--- src/hdl/aes_ram.sv ---
// Generic single-port-write RAM with one registered read port.
`timescale 1ns / 1ps
module aes_ram #(
	parameter int Width = 32,
	parameter int Depth = 64
) (
	input  logic                     clk,
	input  logic                     we,
	input  logic [$clog2(Depth)-1:0] waddr,
	input  logic [Width-1:0]         wdata,
	input  logic [$clog2(Depth)-1:0] raddr,
	output logic [Width-1:0]         rdata
);
	logic [Width-1:0] mem [Depth];

	always_ff @(posedge clk) begin
		if (we) mem[waddr] <= wdata;
		rdata <= mem[raddr];
	end
endmodule

--- config.mk ---
export PLATFORM = sky130hd
export DESIGN_NAME = aes_ram
export DESIGN_NICKNAME = d
export VERILOG_FILES = /design/src/hdl/aes_ram.sv
export SDC_FILE = /design/constraint.sdc
export NUM_CORES = 2
export LEC_CHECK = 0
export ABC_CLOCK_PERIOD_IN_PS = 7900
export BUFFER_PORTS_ARGS = -buffer_cell sky130_fd_sc_hd__buf_4
export CAP_MARGIN = 25
export CELL_PAD_IN_SITES_DETAIL_PLACEMENT = 0
export CELL_PAD_IN_SITES_GLOBAL_PLACEMENT = 1
export CORE_MARGIN = 3
export CORE_UTILIZATION = 57
export CTS_BUF_LIST = sky130_fd_sc_hd__clkbuf_4 sky130_fd_sc_hd__clkbuf_8
export DETAILED_ROUTE_END_ITERATION = 12
export MAX_ROUTING_LAYER = met4
export PLACE_DENSITY_LB_ADDON = 0.1
export SLEW_MARGIN = 15
export SYNTH_ARGS = -nofsm -noshare
export SYNTH_HDL_FRONTEND = slang
export SYNTH_SLANG_ARGS = --single-unit
--- constraint.sdc ---
create_clock -name clk -period 7.9 [get_ports clk]
set_input_delay 1.185 -clock clk [delete_from_list [all_inputs] [get_ports clk]]
set_output_delay 1.185 -clock clk [all_outputs]
set_load 0.02 [all_outputs]
==> flow_summary.yaml <==
run_status:
  status: "finished, final reports clean"
setup_path:
  regToRegStartpoint: "mem[14][6]"
  regToRegSetupSlack_ns: 5.55
  worst_path_largest_cell_delay_ns: 0.76
  worst_path_dominant_cell_family: "buffers and inverters"
  critPathSlowestCell: "o22ai_1"
  crit_top_cell: "mux4_2"
  setup.worst_path.end_class: "register"
  worst_ep_required_time_ns: 8.74
  cp.buffers_inverters: 2
  crit_chain: "buf_8 -> buf_12 -> mux4_2 -> mux4_2 -> o22ai_1 -> nor2_1"
  timing.critical_path.from_type: "input pin"
  crit_path_max_fanout: 78
  worst-setup-path-type: "input pin to register"
  worst_r2r_path_depth: 4
  critical_path.reg2reg.endpoint: "rdata[6]"
  worst-endpoint-arrival_ns: 4.45
power_and_ir_drop:
  share_clk_of_total_power_pct: 39.9
  seq_power_share_pct: 55.2
  power.internal_mw: 17.5
  power.combinational.fraction_pct: 4.9
  total_power_mw: 22.3
  total_leakage_power_nw: 27.7
  maximum_ir_drop_on_the_vdd_rail_mv: 0.192
  netSwitchingFraction_pct: 21.6
  power.density_cell_area_mw_per_mm2: 252
  switching_power_mw: 4.80
layout:
  flow.area_growth_from_synthesis_pct: 12.3
  nFillCells: 8944
  layoutNonFillerInstCount: 5695
  final_core_utilization_pct: 64.8
  fraction_of_final_layout_cells_sized_beyond_drive_strength_1_pct: 33.1
  design.final.nets: 3703
min_path:
  count_of_cells_along_the_worst_hold_path: 2
  hold_path_end: "mem[48][17]"
  min-delay-path-class: "input pin to register"
  hold_path.startpoint: "waddr[1]"
route:
  top_layer_used: "met4"
  drc_errors: 0
  wl_met3_um: 19700
  drt-wirelength-per-cell_um: 35.2
  detail_route.first_pass.iterations: 7
  via_count: 37900
  wirelength_um: 200000
  drt-met1-wl_um: 77700
  met2WireLength_um: 97000
  detail_route.vias_per_cell: 6.65
  final_antenna_net_count: 0
  dr.first_iter.drc_count: 4736
synth:
  ys_ff_latch: 2080
  share_of_synthesized_registers_carrying_an_async_set_or_reset_pct: 0
  synth_largest_type_area_fraction_pct: 78.3
  post_synth_instance_area_mm2: 0.0785
  prevailing_post_synth_register_cell: "edfxtp_1"
  synth_enable_flop_cells: 2048
  synthDistinctLibCells: 34
  yosysSeqAreaShare_pct: 79.1
  ys.warnings.count: 0
  post-synth-top-area-cell: "edfxtp_1"
  synth.avg_cell_area_um2: 23.6
  postSynthCellCount: 3324
  ys_top_cells_by_count: "edfxtp_1 (2048), mux4_2 (544), nor2_1 (137)"
  synthMostInstantiatedCell: "edfxtp_1"
  yosys-top-cells-area: "edfxtp_1 (78%), mux4_2 (16%), mux2i_1 (1.2%)"
  postSynthNetCount: 3370
sta:
  max_clock_freq_mhz: 277
  min_period_ns: 3.61
  final_hold_viol_count: 0
  unrepaired_setup_endpoints_after_global_routing: "false"
  timing.final.crit_share_pct: 45.7
  layout_setup_ws_ns: 4.29
  relSlewSlack_pct: 26.9
  final_setup_skew_ns: 0.0468
  tightestPinTransition_ns: 1.09
  tns_ns: 0
  final-max-slew-violation-count: 0
  timing.final.setup_violations: 0
cts:
  cts_made_buffers: 340
  worstSkewPairLatency_ns: 1.00
  cts-root-to-sink-buffers: 4
  cts.clk_slew.worst_paths_ns: 0.06
  post_cts_buffers: 0
  ctsRootBufferMaster: "clkbuf_8"
  post_cts_resized: 0
  cts_htree_levels: 5
  tritoncts: "yes"
  numClockSinks: 2080
  cts_hold_repair.buffers: 0
floorplanning:
  die_area_mm2: 0.142
  ioPinCount: 78
  core_region_area_mm2: 0.136
  fp.dieH_um: 377
  start_util_pct: 57.7
  core_rows: 135
  die-width_um: 377
grt:
  overflow: 0
  first_global_vias: 38700
  global_route_wire_length_before_repair_um: 284000
  gr_usage_total_pct: 29.8
  grt_start_max_net_pins: 100
  grt_antenna_before_repair: 9
placement:
  place_congestion: 0.791
  preCtsSetupSlack_ns: 3.17
  place.port_buffers: 77
  place_hpwl_um: 104000
  post-place-cells: 5096
job:
  cap_viol_max_count: 0
## cell type report
class	instances	area (um2)	area share [%]
tap	1781	2230	2.53
clock buffer	449	5600	6.35
clock inverter	144	805	0.912
timing repair buffer	173	1440	1.63
multi-input combinational	1062	16000	18.1
antenna	6	15.0	0.0170
sequential	2080	62100	70.5
## per-stage QoR
step                hold slack (ns)  cell area (um2)
floorplan                     0.663            78500
global placement              0.803            81700
detailed placement            0.815            81800
CTS                           0.576            88200
finish                        0.682            88200
global route                  0.616            88200
## layout by cell type (no fill, tap or decap), types with 3 or more instances in the layout
| cell | n |
|---|---|
| edfxtp_1 | 2048 |
| clkbuf_4 | 93 |
| nand3b_1 | 5 |
| o32ai_1 | 4 |
| nor2b_1 | 14 |
| a21oi_1 | 62 |
| dfxtp_1 | 32 |
| buf_4 | 158 |
| clkinv_2 | 42 |
| mux4_2 | 544 |
| buf_12 | 9 |
| or3b_2 | 3 |
| o221ai_1 | 27 |
| buf_8 | 4 |
| or3_1 | 3 |
| and3_1 | 4 |
| nand2_1 | 26 |
| nor3_1 | 5 |
| clkbuf_8 | 356 |
| nor2_1 | 75 |
| clkinv_1 | 88 |
| clkinvlp_4 | 6 |
| nand3_1 | 5 |
| mux2i_1 | 93 |
| nor2_4 | 62 |
| a311oi_1 | 8 |
| a41o_1 | 4 |
| nand2b_1 | 8 |
| diode_2 | 6 |
| a22oi_1 | 12 |
| bufinv_16 | 7 |
| o22ai_1 | 84 |
## metal layers
layer	GRT usage, %	vias up
li1	-	15000
met3	6.27	344
met5	-	-
met2	44.9	2098
met4	9.71	0
met1	41.5	20400
## kinds of logic after synthesis
logic type	share of synthesized area, %
flops	79.1
buf+inv	1.13
compound gates	1.67
mux	16.8
simple gates	1.27
## worst reg2reg max path, delay by kind of cell (launching register included)
kind             cells  cell delay [ns]
multiplexers         2             0.96
AND/OR/NAND/NOR      1             0.11
AO/OA/AOI/OAI        1             0.76
flip-flops           1             0.37
## sequential cells by signal, indices dropped and copies added (netlist names)
register / flops
mem: 2048
rdata: 32
## how the worst max path moves through the flow
stage | start | end | cells after the start
after floorplan | waddr[3] | mem[48][0] | 4
after global placement | raddr[0] | rdata[6] | 6
after detailed placement | raddr[0] | rdata[6] | 6
after CTS | raddr[0] | rdata[6] | 6
after global routing | raddr[0] | rdata[6] | 6
final | raddr[0] | rdata[6] | 6
## power groups by stage
stage	clock, mW	sequential [mW]	combinational (mW)
finish	8.88	12.3	1.08
global route	9.57	12.3	1.15
CTS	9.04	12.3	1.10
detailed placement	0	12.5	1.09
global placement	0	12.5	1.07
floorplan	0	12.5	0.594
(Power assumes the default switching activity.)
